$ cat config.mk
export PLATFORM = sky130hd
export DESIGN_NAME = hmm_allele_log_likelihood_flat
export DESIGN_NICKNAME = d
export VERILOG_FILES = /design/src/design/hal_pkg.sv /design/src/design/hal_ifs.sv /design/src/design/hal_front.sv /design/src/design/hal_fifo.sv /design/src/design/hal_back.sv /design/src/design/hmm_allele_log_likelihood.sv /design/src/flat_wrapper.sv
export SDC_FILE = /design/constraint.sdc
export NUM_CORES = 2
export LEC_CHECK = 0
export ABC_AREA = 1
export BUFFER_PORTS_ARGS = -buffer_cell sky130_fd_sc_hd__buf_2
export CAP_MARGIN = 30
export CORE_ASPECT_RATIO = 1.25
export CORE_MARGIN = 2
export CORE_UTILIZATION = 45
export CTS_BUF_LIST = sky130_fd_sc_hd__clkbuf_4
export CTS_CLUSTER_SIZE = 10
export DETAILED_ROUTE_END_ITERATION = 12
export SYNTH_ARGS = -nofsm -noshare
export SYNTH_HDL_FRONTEND = slang
export SYNTH_SLANG_ARGS = --single-unit
$ cat constraint.sdc
create_clock -name clk -period 9.2 [get_ports clk]
set_input_delay 1.38 -clock clk [delete_from_list [all_inputs] [get_ports clk]]
set_output_delay 1.38 -clock clk [all_outputs]
set_load 0.03 [all_outputs]
$ cat src/design/hal_pkg.sv
// Shared types and constants of the allele log-likelihood block.
// No dependencies.
`timescale 1ns / 1ps
`default_nettype none
package hal_pkg;
  localparam int SYMBOL_COUNT = 4;
  localparam int FRAC_BITS    = 16;
  localparam int LOG_W        = 24;
  localparam int TOT_W        = 48;
  localparam int SUM_W        = 32;
  localparam int SUM_FRAC     = 24;
  localparam int X_W          = LOG_W + 1;
  localparam int Z_W          = X_W + 18;
  localparam int EXP_SHIFT    = FRAC_BITS + 16;
  localparam int INTERP_SHIFT = EXP_SHIFT - 4;
  localparam int LOG2E_Q16    = 94548;
  localparam int LN2_Q16      = 45426;
  localparam int LN_SHIFT     = 32 - FRAC_BITS;
  localparam int LOG_MIN      = -8388608;
  localparam int LOG_MAX      = 8388607;

  typedef logic [17:0] tab_t;
  localparam tab_t POW2_TAB [17] = '{
    18'd65536, 18'd68438, 18'd71468, 18'd74632, 18'd77936, 18'd81386,
    18'd84990, 18'd88752, 18'd92682, 18'd96785, 18'd101070, 18'd105545,
    18'd110218, 18'd115098, 18'd120194, 18'd125515, 18'd131072
  };

  typedef struct packed {
    logic [SUM_W-1:0] term;
    logic             close;
    logic             fin;
  } q_entry_t;

  typedef enum logic [5:0] {
    ST_RUN   = 6'b000001,
    ST_NORM  = 6'b000010,
    ST_LOG   = 6'b000100,
    ST_SCALE = 6'b001000,
    ST_ROUND = 6'b010000,
    ST_TOT   = 6'b100000
  } back_state_t;
endpackage
`default_nettype wire

$ cat src/design/hal_ifs.sv
// Channel interfaces of the allele log-likelihood block.
// Depends on nothing but the field widths written here.
`timescale 1ns / 1ps
`default_nettype none
interface hal_in_if;
  logic               valid;
  logic               ready;
  logic signed [23:0] emission_aa;
  logic signed [23:0] emission_het;
  logic signed [23:0] emission_bb;
  logic signed [23:0] emission_nocall;
  logic        [1:0]  observed_symbol;
  logic signed [23:0] pred_log;
  logic               last_state;
  logic               last_of_run;
  modport source (output valid, emission_aa, emission_het, emission_bb, emission_nocall,
                  observed_symbol, pred_log, last_state, last_of_run, input ready);
  modport sink (input valid, emission_aa, emission_het, emission_bb, emission_nocall,
                observed_symbol, pred_log, last_state, last_of_run, output ready);
endinterface

interface hal_out_if;
  logic               valid;
  logic               ready;
  logic signed [23:0] sample_log_sum;
  logic signed [47:0] total_log_likelihood;
  logic               is_final;
  modport source (output valid, sample_log_sum, total_log_likelihood, is_final,
                  input ready);
  modport sink (input valid, sample_log_sum, total_log_likelihood, is_final,
                output ready);
endinterface
`default_nettype wire

$ cat src/design/hal_front.sv
// Front end: accepts terms, selects the emission and runs the exp pipeline.
// Depends on hal_pkg and hal_in_if.
`timescale 1ns / 1ps
`default_nettype none
module hal_front import hal_pkg::*; (
  input  logic     clk,
  input  logic     rst_n,
  hal_in_if.sink   in_ch,
  output logic     push_valid,
  output q_entry_t push_data,
  input  logic     push_ready
);
  logic adv;
  logic v1_r, v2_r, v3_r;
  logic signed [X_W-1:0] x_r, x_nxt;
  logic signed [Z_W-1:0] z_r;
  logic en1_r, en2_r, en3_r, cl1_r, cl2_r, cl3_r, fn1_r, fn2_r, fn3_r;
  logic signed [23:0] emis;
  logic [3:0] idx;
  logic [INTERP_SHIFT-1:0] rem;
  logic [12:0] diff;
  logic [INTERP_SHIFT+12:0] ip;
  logic [17:0] v_nxt, v_r;
  logic signed [Z_W-EXP_SHIFT-1:0] k;
  logic signed [11:0] sh_nxt, sh_r;
  logic [11:0] neg_sh;
  logic [SUM_W-1:0] term;

  assign adv         = !v3_r || push_ready;
  assign in_ch.ready = adv;
  assign push_valid  = v3_r;

  always_comb begin
    case (in_ch.observed_symbol)
      2'd0:    emis = in_ch.emission_aa;
      2'd1:    emis = in_ch.emission_het;
      2'd2:    emis = in_ch.emission_bb;
      default: emis = in_ch.emission_nocall;
    endcase
    x_nxt = X_W'(emis) + X_W'(in_ch.pred_log);
  end

  // Split the base-2 exponent into an integer part and a table fraction.
  always_comb begin
    k      = z_r[Z_W-1:EXP_SHIFT];
    sh_nxt = 12'(k) + 12'(SUM_FRAC - 16);
    idx    = z_r[EXP_SHIFT-1 -: 4];
    rem    = z_r[INTERP_SHIFT-1:0];
    diff   = 13'(POW2_TAB[5'(idx) + 5'd1] - POW2_TAB[5'(idx)]);
    ip     = diff * rem;
    v_nxt  = POW2_TAB[5'(idx)] + 18'(ip >> INTERP_SHIFT);
  end

  always_comb begin
    neg_sh = -sh_r;
    if (!en3_r)           term = '0;
    else if (sh_r >= 16)  term = '1;
    else if (sh_r >= 0)   term = 32'({15'd0, v_r} << sh_r[3:0]);
    else if (sh_r <= -32) term = '0;
    else                  term = {14'd0, v_r} >> neg_sh[4:0];
  end

  assign push_data = '{term: term, close: cl3_r, fin: fn3_r};

  always_ff @(posedge clk) begin
    if (!rst_n) begin
      v1_r <= 1'b0;
      v2_r <= 1'b0;
      v3_r <= 1'b0;
    end else if (adv) begin
      v1_r <= in_ch.valid;
      v2_r <= v1_r;
      v3_r <= v2_r;
    end
  end

  always_ff @(posedge clk) begin
    if (adv) begin
      x_r   <= x_nxt;
      en1_r <= ({1'b0, in_ch.observed_symbol} < 3'(SYMBOL_COUNT));
      cl1_r <= in_ch.last_state || in_ch.last_of_run;
      fn1_r <= in_ch.last_of_run;
      z_r   <= x_r * $signed({1'b0, 17'(LOG2E_Q16)});
      en2_r <= en1_r;
      cl2_r <= cl1_r;
      fn2_r <= fn1_r;
      v_r   <= v_nxt;
      sh_r  <= sh_nxt;
      en3_r <= en2_r;
      cl3_r <= cl2_r;
      fn3_r <= fn2_r;
    end
  end
endmodule
`default_nettype wire

$ cat src/design/hal_fifo.sv
// Four-entry queue between the front end and the back end.
// Depends on hal_pkg.
`timescale 1ns / 1ps
`default_nettype none
module hal_fifo import hal_pkg::*; (
  input  logic     clk,
  input  logic     rst_n,
  input  logic     push_valid,
  input  q_entry_t push_data,
  output logic     push_ready,
  output logic     pop_valid,
  output q_entry_t pop_data,
  input  logic     pop
);
  q_entry_t   mem_r [4];
  logic [1:0] wp_r, rp_r;
  logic [2:0] cnt_r;
  logic       do_push, do_pop;

  assign push_ready = (cnt_r != 3'd4);
  assign pop_valid  = (cnt_r != 3'd0);
  assign pop_data   = mem_r[rp_r];
  assign do_push    = push_valid && push_ready;
  assign do_pop     = pop && pop_valid;

  always_ff @(posedge clk) begin
    if (!rst_n) begin
      wp_r  <= '0;
      rp_r  <= '0;
      cnt_r <= '0;
    end else begin
      if (do_push) wp_r <= wp_r + 2'd1;
      if (do_pop)  rp_r <= rp_r + 2'd1;
      cnt_r <= cnt_r + 3'(do_push) - 3'(do_pop);
    end
  end

  always_ff @(posedge clk) begin
    if (do_push) mem_r[wp_r] <= push_data;
  end
endmodule
`default_nettype wire

$ cat src/design/hal_back.sv
// Back end: sums exp terms, takes the log per sample and keeps the total.
// Depends on hal_pkg and hal_out_if.
`timescale 1ns / 1ps
`default_nettype none
module hal_back import hal_pkg::*; (
  input  logic      clk,
  input  logic      rst_n,
  input  logic      q_valid,
  input  q_entry_t  q_data,
  output logic      q_pop,
  hal_out_if.source out_ch
);
  back_state_t state_r, state_nxt;
  logic [SUM_W-1:0] sum_r, n_r;
  logic [SUM_W:0]   sum_add;
  logic [SUM_W-1:0] sum_new;
  logic [4:0]  p_r;
  logic [30:0] m_r;
  logic [15:0] frac_r;
  logic [3:0]  bit_r;
  logic [61:0] sq;
  logic [31:0] sq_s;
  logic signed [6:0]  pm;
  logic signed [22:0] l_val;
  logic signed [40:0] prod_r, rnd;
  logic signed [LOG_W-1:0] ln_r;
  logic fin_r;
  logic signed [TOT_W-1:0] total_r;
  logic signed [TOT_W:0]   tot_sum;
  logic signed [TOT_W-1:0] tot_sat;
  logic out_free, out_load;
  logic out_valid_r, out_fin_r;
  logic signed [LOG_W-1:0] out_ln_r;
  logic signed [TOT_W-1:0] out_tot_r;

  assign q_pop    = (state_r == ST_RUN) && q_valid;
  assign out_free = !out_valid_r || out_ch.ready;
  assign out_load = (state_r == ST_TOT) && out_free;

  assign out_ch.valid                = out_valid_r;
  assign out_ch.sample_log_sum       = out_ln_r;
  assign out_ch.total_log_likelihood = out_tot_r;
  assign out_ch.is_final             = out_fin_r;

  always_comb begin
    sum_add = {1'b0, sum_r} + {1'b0, q_data.term};
    sum_new = sum_add[SUM_W] ? '1 : sum_add[SUM_W-1:0];
    sq      = m_r * m_r;
    sq_s    = sq[61:30];
    pm      = $signed({2'b00, p_r}) - 7'sd24;
    l_val   = {pm, frac_r};
    rnd     = (prod_r + 41'sd32768) >>> LN_SHIFT;
    tot_sum = {total_r[TOT_W-1], total_r} + {{(TOT_W-LOG_W+1){ln_r[LOG_W-1]}}, ln_r};
    if (tot_sum[TOT_W] != tot_sum[TOT_W-1])
      tot_sat = tot_sum[TOT_W] ? {1'b1, {(TOT_W-1){1'b0}}} : {1'b0, {(TOT_W-1){1'b1}}};
    else
      tot_sat = tot_sum[TOT_W-1:0];
  end

  always_comb begin
    state_nxt = state_r;
    case (state_r)
      ST_RUN: begin
        if (q_valid && q_data.close) state_nxt = (sum_new == '0) ? ST_TOT : ST_NORM;
      end
      ST_NORM:  if (n_r[31]) state_nxt = ST_LOG;
      ST_LOG:   if (bit_r == 4'd0) state_nxt = ST_SCALE;
      ST_SCALE: state_nxt = ST_ROUND;
      ST_ROUND: state_nxt = ST_TOT;
      ST_TOT:   if (out_free) state_nxt = ST_RUN;
      default:  state_nxt = ST_RUN;
    endcase
  end

  always_ff @(posedge clk) begin
    if (!rst_n) begin
      state_r     <= ST_RUN;
      sum_r       <= '0;
      total_r     <= '0;
      out_valid_r <= 1'b0;
    end else begin
      state_r <= state_nxt;
      if (q_pop) sum_r <= q_data.close ? '0 : sum_new;
      if (out_load) begin
        out_valid_r <= 1'b1;
        total_r     <= fin_r ? '0 : tot_sat;
      end else if (out_ch.ready) begin
        out_valid_r <= 1'b0;
      end
    end
  end

  always_ff @(posedge clk) begin
    case (state_r)
      ST_RUN: begin
        n_r   <= sum_new;
        p_r   <= 5'd31;
        fin_r <= q_data.fin;
        ln_r  <= LOG_W'(LOG_MIN);
      end
      ST_NORM: begin
        // Coarse byte steps first, then single bits, until bit 31 is set.
        if (n_r[31:24] == 8'd0) begin
          n_r <= n_r << 8;
          p_r <= p_r - 5'd8;
        end else if (!n_r[31]) begin
          n_r <= n_r << 1;
          p_r <= p_r - 5'd1;
        end else begin
          m_r    <= n_r[31:1];
          frac_r <= '0;
          bit_r  <= 4'd15;
        end
      end
      ST_LOG: begin
        if (sq_s[31]) begin
          m_r    <= sq_s[31:1];
          frac_r <= frac_r | (16'd1 << bit_r);
        end else begin
          m_r <= sq_s[30:0];
        end
        bit_r <= bit_r - 4'd1;
      end
      ST_SCALE: prod_r <= l_val * $signed({1'b0, 17'(LN2_Q16)});
      ST_ROUND: begin
        if (rnd < 41'(LOG_MIN))      ln_r <= LOG_W'(LOG_MIN);
        else if (rnd > 41'(LOG_MAX)) ln_r <= LOG_W'(LOG_MAX);
        else                         ln_r <= rnd[LOG_W-1:0];
      end
      default: ;
    endcase
    if (out_load) begin
      out_ln_r  <= ln_r;
      out_tot_r <= tot_sat;
      out_fin_r <= fin_r;
    end
  end
endmodule
`default_nettype wire

$ cat src/design/hmm_allele_log_likelihood.sv
// Allele log-likelihood accumulator over HMM state terms.
// Input channel in_ch: one beat per hidden-state term of a sample, carrying the
// four emission log-probabilities, the observed symbol, the predictive log and
// the last_state / last_of_run marks.
// Output channel out_ch: one beat per closing term (last_state or last_of_run)
// with the sample's log sum, the running total and is_final.
// Throughput: the three-stage exp pipeline and the four-entry queue let terms
// enter every cycle unless a full queue stalls the front end. A closing term
// holds the back end for up to 11 normalization steps, 16 squaring steps of
// the shared log multiplier, then scale, round and total; a closing term whose
// sum is zero goes straight to the total.
// Reset (synchronous, rst_n low) clears the sum, the total and the queue.
// If the receiver stalls, the result beat holds, the queue fills and in_ch.ready
// drops; nothing is lost. The total clears after the is_final beat is formed.
// Depends on hal_pkg, hal_ifs, hal_front, hal_fifo and hal_back.
`timescale 1ns / 1ps
`default_nettype none
module hmm_allele_log_likelihood import hal_pkg::*; (
  input  logic      clk,
  input  logic      rst_n,
  hal_in_if.sink    in_ch,
  hal_out_if.source out_ch
);
  logic     push_valid, push_ready, pop_valid, pop;
  q_entry_t push_data, pop_data;

  hal_front u_front (
    .clk(clk), .rst_n(rst_n), .in_ch(in_ch),
    .push_valid(push_valid), .push_data(push_data), .push_ready(push_ready)
  );

  hal_fifo u_fifo (
    .clk(clk), .rst_n(rst_n),
    .push_valid(push_valid), .push_data(push_data), .push_ready(push_ready),
    .pop_valid(pop_valid), .pop_data(pop_data), .pop(pop)
  );

  hal_back u_back (
    .clk(clk), .rst_n(rst_n),
    .q_valid(pop_valid), .q_data(pop_data), .q_pop(pop), .out_ch(out_ch)
  );
endmodule
`default_nettype wire

$ cat src/flat_wrapper.sv
// flat-port wrapper written by rule: the top's interface ports become plain ports
module hmm_allele_log_likelihood_flat import hal_pkg::*;
  (clk, rst_n, in_ch_valid, in_ch_emission_aa, in_ch_emission_het, in_ch_emission_bb, in_ch_emission_nocall, in_ch_observed_symbol, in_ch_pred_log, in_ch_last_state, in_ch_last_of_run, in_ch_ready, out_ch_valid, out_ch_sample_log_sum, out_ch_total_log_likelihood, out_ch_is_final, out_ch_ready);
  hal_in_if in_ch_i ();
  hal_out_if out_ch_i ();
  input  logic clk;
  input  logic rst_n;
  input wire logic [$bits(in_ch_i.valid)-1:0] in_ch_valid;
  input wire logic [$bits(in_ch_i.emission_aa)-1:0] in_ch_emission_aa;
  input wire logic [$bits(in_ch_i.emission_het)-1:0] in_ch_emission_het;
  input wire logic [$bits(in_ch_i.emission_bb)-1:0] in_ch_emission_bb;
  input wire logic [$bits(in_ch_i.emission_nocall)-1:0] in_ch_emission_nocall;
  input wire logic [$bits(in_ch_i.observed_symbol)-1:0] in_ch_observed_symbol;
  input wire logic [$bits(in_ch_i.pred_log)-1:0] in_ch_pred_log;
  input wire logic [$bits(in_ch_i.last_state)-1:0] in_ch_last_state;
  input wire logic [$bits(in_ch_i.last_of_run)-1:0] in_ch_last_of_run;
  output wire logic [$bits(in_ch_i.ready)-1:0] in_ch_ready;
  output wire logic [$bits(out_ch_i.valid)-1:0] out_ch_valid;
  output wire logic [$bits(out_ch_i.sample_log_sum)-1:0] out_ch_sample_log_sum;
  output wire logic [$bits(out_ch_i.total_log_likelihood)-1:0] out_ch_total_log_likelihood;
  output wire logic [$bits(out_ch_i.is_final)-1:0] out_ch_is_final;
  input wire logic [$bits(out_ch_i.ready)-1:0] out_ch_ready;
  assign in_ch_i.valid = in_ch_valid;
  assign in_ch_i.emission_aa = in_ch_emission_aa;
  assign in_ch_i.emission_het = in_ch_emission_het;
  assign in_ch_i.emission_bb = in_ch_emission_bb;
  assign in_ch_i.emission_nocall = in_ch_emission_nocall;
  assign in_ch_i.observed_symbol = in_ch_observed_symbol;
  assign in_ch_i.pred_log = in_ch_pred_log;
  assign in_ch_i.last_state = in_ch_last_state;
  assign in_ch_i.last_of_run = in_ch_last_of_run;
  assign in_ch_ready = in_ch_i.ready;
  assign out_ch_valid = out_ch_i.valid;
  assign out_ch_sample_log_sum = out_ch_i.sample_log_sum;
  assign out_ch_total_log_likelihood = out_ch_i.total_log_likelihood;
  assign out_ch_is_final = out_ch_i.is_final;
  assign out_ch_i.ready = out_ch_ready;
  hmm_allele_log_likelihood u_core (.clk(clk), .rst_n(rst_n), .in_ch(in_ch_i), .out_ch(out_ch_i));
endmodule
==> results.rst <==
.. list-table::
   :header-rows: 1

   * - Metric
     - Value
   * - Via count normalized by instance count
     - roughly 5.1
   * - Period Utilization, post-route
     - around 100%
   * - Number of nets at the end of the flow
     - ~13k
   * - Worst slew pin tran
     - 1090 ps
   * - Wire length of the first global-routing pass
     - a little under 400000 um
   * - Max Fclk
     - between 0.1 and 0.15 GHz
   * - Req. time, crit path
     - 10020 ps
   * - Drc violations
     - 0
   * - Chip Height
     - 490 um
   * - Maximum number of pins on one net before global-route repair
     - 75
   * - Total global routing track utilization
     - a little over a quarter
   * - Post-synthesis instance total
     - between 10k and 15k
   * - Post-synthesis sequential area ratio
     - 18.2%
   * - Fraction of registers with async set or reset after synthesis
     - 0%
   * - Setup Viol. Count Final
     - 0
   * - Library cell with the largest summed area after synthesis
     - sky130_fd_sc_hd__fa_1
   * - Total iterations of the first detailed-routing run
     - 6
   * - Critical Path Slowest Stage Cell
     - sky130_fd_sc_hd__fa_2
   * - Remaining number of nets flagged by the antenna check after routing
     - 0
   * - Capturing element type of the critical path
     - flip-flop
   * - Critical path launch point type
     - flip-flop
   * - Cell variety after synth
     - 68
   * - Minimum clock period after layout
     - just over 9000 ps
   * - DP Wirelength
     - 206000 um
   * - Via count of the first global-routing pass
     - between 70k and 80k
   * - Die width
     - 392 um
   * - Slew Limit Headroom
     - between 20% and 30%
   * - Fraction of final layout cells sized beyond drive strength 1
     - between 10 and 15%
   * - Minimum setup slack among reg-to-reg paths
     - about 9.7 ps
   * - Placeable core region
     - 188000 sq um
   * - Peak per-stage delay on the critical path
     - between 500 and 600 ps
   * - Count of yosys warnings during synthesis
     - 0
   * - Cell types occupying the most area after synthesis
     - sky130_fd_sc_hd__fa_1 (30%), sky130_fd_sc_hd__edfxtp_1 (16%), sky130_fd_sc_hd__ha_1 (12%), sky130_fd_sc_hd__inv_1 (11%), sky130_fd_sc_hd__nand2_1 (8.8%)
   * - Count of H-tree levels built during CTS
     - 4
   * - Synthesis-to-layout area growth
     - 11.2%
   * - Hold/Removal Path Class
     - flip-flop to flip-flop
   * - Result of the run
     - completed
   * - TritonCTS clock tree
     - built
   * - Total congestion overflow
     - 0
   * - Fin. Hold Viols
     - 0
   * - Clock Pin Slew Worst Setup and Hold Paths
     - 90 ps
   * - # Max-Cap Violations
     - 0
   * - Clock root buffer master
     - sky130_fd_sc_hd__clkbuf_4
   * - Setup tns final
     - 0 ps
   * - Clk sink count
     - 547
   * - Netlist Area Pre-Place
     - about 85000 sq um
   * - Die Outline Area
     - around 190000 sq um
   * - Synth Net Count
     - about 12k
   * - Number of port buffers
     - around 200
   * - CP Data Arrival Time
     - roughly 10000 ps
   * - Hold wc startpoint
     - u_core.u_front.z_r[33]
   * - Weighted congestion reported at the end of routability-driven placement
     - approximately 0.94
   * - Worst clock skew on the final layout
     - just over 60 ps
   * - Maximum count of clock buffers along a single path
     - 3
   * - Library cell appearing most often on the critical path
     - sky130_fd_sc_hd__buf_4
   * - Fin. max-slew vios
     - 0
   * - First-iteration detailed-routing DRC count
     - between 3k and 4k
   * - Cell row count
     - 178
   * - Type of the worst setup path
     - flip-flop to flip-flop
   * - Capture point of the worst reg-to-reg path
     - u_core.u_front.v_r[13]
   * - Starting density of the core
     - between 40% and 50%
   * - Hold Path Cell Cnt
     - 0
   * - Min-Delay Endpoint
     - u_core.u_front.sh_r[1]
   * - Number of buffers created by CTS
     - ~160
   * - Post-synth EDFFs
     - between 400 and 500
   * - Primary flip-flop cell chosen by synthesis mapping
     - sky130_fd_sc_hd__edfxtp_1
   * - Post-synthesis average cell area
     - 8.29 sq um
   * - Commonest cells post-synth
     - sky130_fd_sc_hd__inv_1 (2590), sky130_fd_sc_hd__nand2_1 (1996), sky130_fd_sc_hd__fa_1 (1290)
   * - WL final
     - 246000 um
   * - Reg2reg path depth
     - 51
   * - Library cell with the highest instance count after synthesis
     - sky130_fd_sc_hd__inv_1
   * - Clock latency on the worst-skew pair
     - 1100 ps
   * - Number of antenna violations at the first check in global routing
     - 5
   * - Ports placed on the boundary
     - 203
   * - Unrepaired setup endpoints after global routing
     - yes
   * - Yosys reg bits
     - around 550
   * - Source of the worst register-to-register timing path
     - u_core.u_front.z_r[28]
   * - Total via count in the routed design
     - roughly 68k
   * - Largest fanout on the critical path
     - 13
   * - Routed len/inst
     - 18.4 um
   * - Share of Yosys cell area claimed by the top area cell type
     - between 30% and 40%
## metal layers
layer  part of all wire [%]  vias up  wire length, um  GRT usage [%]
li1                       -    32500                -              -
met1                     37    33400            90900           28.4
met2                     54     1629           134000           50.7
met3                    3.4      543             8300           2.63
met4                    5.2        0            12800           12.0
met5                      0        -                0              0
## per-stage QoR
| stage | cell area [sq um] | utilization, % | hold slack (ps) | worst slack, ps | std cells |
|---|---|---|---|---|---|
| after global routing | 94400 | 50.3 | 398 | -310 | 13400 |
| after detailed placement | 90900 | 48.4 | 408 | -604 | 13100 |
| after global placement | 90800 | 48.4 | 406 | -622 | 13000 |
| after floorplan | 84900 | - | 400 | 295 | 10200 |
| final | 94400 | 50.3 | 393 | 9.69 | 13400 |
| after CTS | 93200 | 49.6 | 376 | -26.9 | 13300 |
## repair_timing
item | in CTS | in global routing
hold buffers | 0 | 0
gates cloned | 1 | 1
setup buffers | 2 | 25
endpoints found under the setup margin | 11 | 14
gates resized for setup | 43 | 231
endpoints found under the hold margin | 0 | 0
pin swaps | 7 | 87
## final cells by class
type / count / area, sq um
inverters: 2613 / 9820
clock buffers: 234 / 1760
flip-flops and latches: 547 / 15400
multi-input cells: 6817 / 59600
fillers: 18200 / 93300
repair buffers: 588 / 4320
clock inverters: 56 / 304
well taps: 2520 / 3150
diodes: 8 / 20.0
## registers in the layout (all words and copies together) (netlist names), 3 cells and up, named ones only
register	cells
u_core.u_back.bit_r	4
u_core.u_front.x_r	25
u_core.u_back.m_r	31
u_core.u_front.z_r	41
u_core.u_back.out_ch.sample_log_sum	24
u_core.u_back.sum_r	32
u_core.u_back.prod_r	24
u_core.u_back.total_r	48
u_core.u_front.sh_r	12
u_core.u_back.p_r	5
u_core.u_back.out_ch.total_log_likelihood	48
u_core.u_fifo.cnt_r	3
u_core.u_fifo.mem_r	136
u_core.u_back.frac_r	16
u_core.u_back.ln_r	24
u_core.u_front.v_r	18
u_core.u_back.state_r	6
u_core.u_back.n_r	32
## worst max path at each step
stage / slack (ps) / end / startpoint
3_3_place_gp: -620 / u_core.u_front.v_r[15] / u_core.u_front.z_r[29]
3_5_place_dp: -600 / u_core.u_front.v_r[15] / u_core.u_front.z_r[29]
4_1_cts: -30 / u_core.u_front.v_r[15] / u_core.u_front.z_r[28]
2_1_floorplan: 290 / u_core.u_front.v_r[15] / u_core.u_front.z_r[28]
5_1_grt: -310 / u_core.u_front.v_r[15] / u_core.u_front.z_r[28]
6_report: 10 / u_core.u_front.v_r[13] / u_core.u_front.z_r[28]
## critical path: cells and delay by family (launching register included)
kind,cells,cell delay (ps)
fa+ha+maj,8,3510
simple gates,19,2060
buf+inv,14,1460
compound gates,7,790
xor+xnor,3,600
flops,1,480
## cell usage in the layout, fill, tap and decap left out, drive strengths merged, types with 3 or more instances in the layout
cell type  synthesis  routed
a211oi            10      10
a21boi            15      15
a21o              28      28
a21oi            556     556
a221o              3       3
a31oi             40      40
and3               3       3
buf               46     587
clkbuf           222     235
clkinv             8      50
clkinvlp           0       6
dfxtp             99      99
diode              0       8
edfxtp           448     448
fa              1290    1290
ha               801     801
inv             2605    2612
nand2           2043    2043
nand3            302     302
nand3b            11      11
nand4             46      46
nor2             695     695
nor3              60      60
nor3b              3       3
nor4              17      17
o2111ai            5       5
o211ai            33      33
o21a              23      23
o21ai            437     437
o21bai            34      34
o221ai            30      30
o22ai             35      35
o311ai             3       3
o31ai             10      10
or2               23      23
xnor2             83      83
xor2             162     163
## logic make-up (layout without fill, tap and decap cells)
logic type / count (synthesis) / in the layout / synth area share (%)
compound gates: 1274 / 1274 / 8.56
xor+xnor: 245 / 246 / 2.55
fa+ha+maj: 2091 / 2091 / 42.2
buf+inv: 2881 / 3491 / 12.9
flops: 547 / 547 / 18.2
mux: 1 / 1 / 0.0118
other cells: 0 / 8 / 0
simple gates: 3205 / 3205 / 15.6
Power is left out: the tool's default activity adds up to more than one toggle a clock period on the data nets, which glitch-free logic cannot reach.
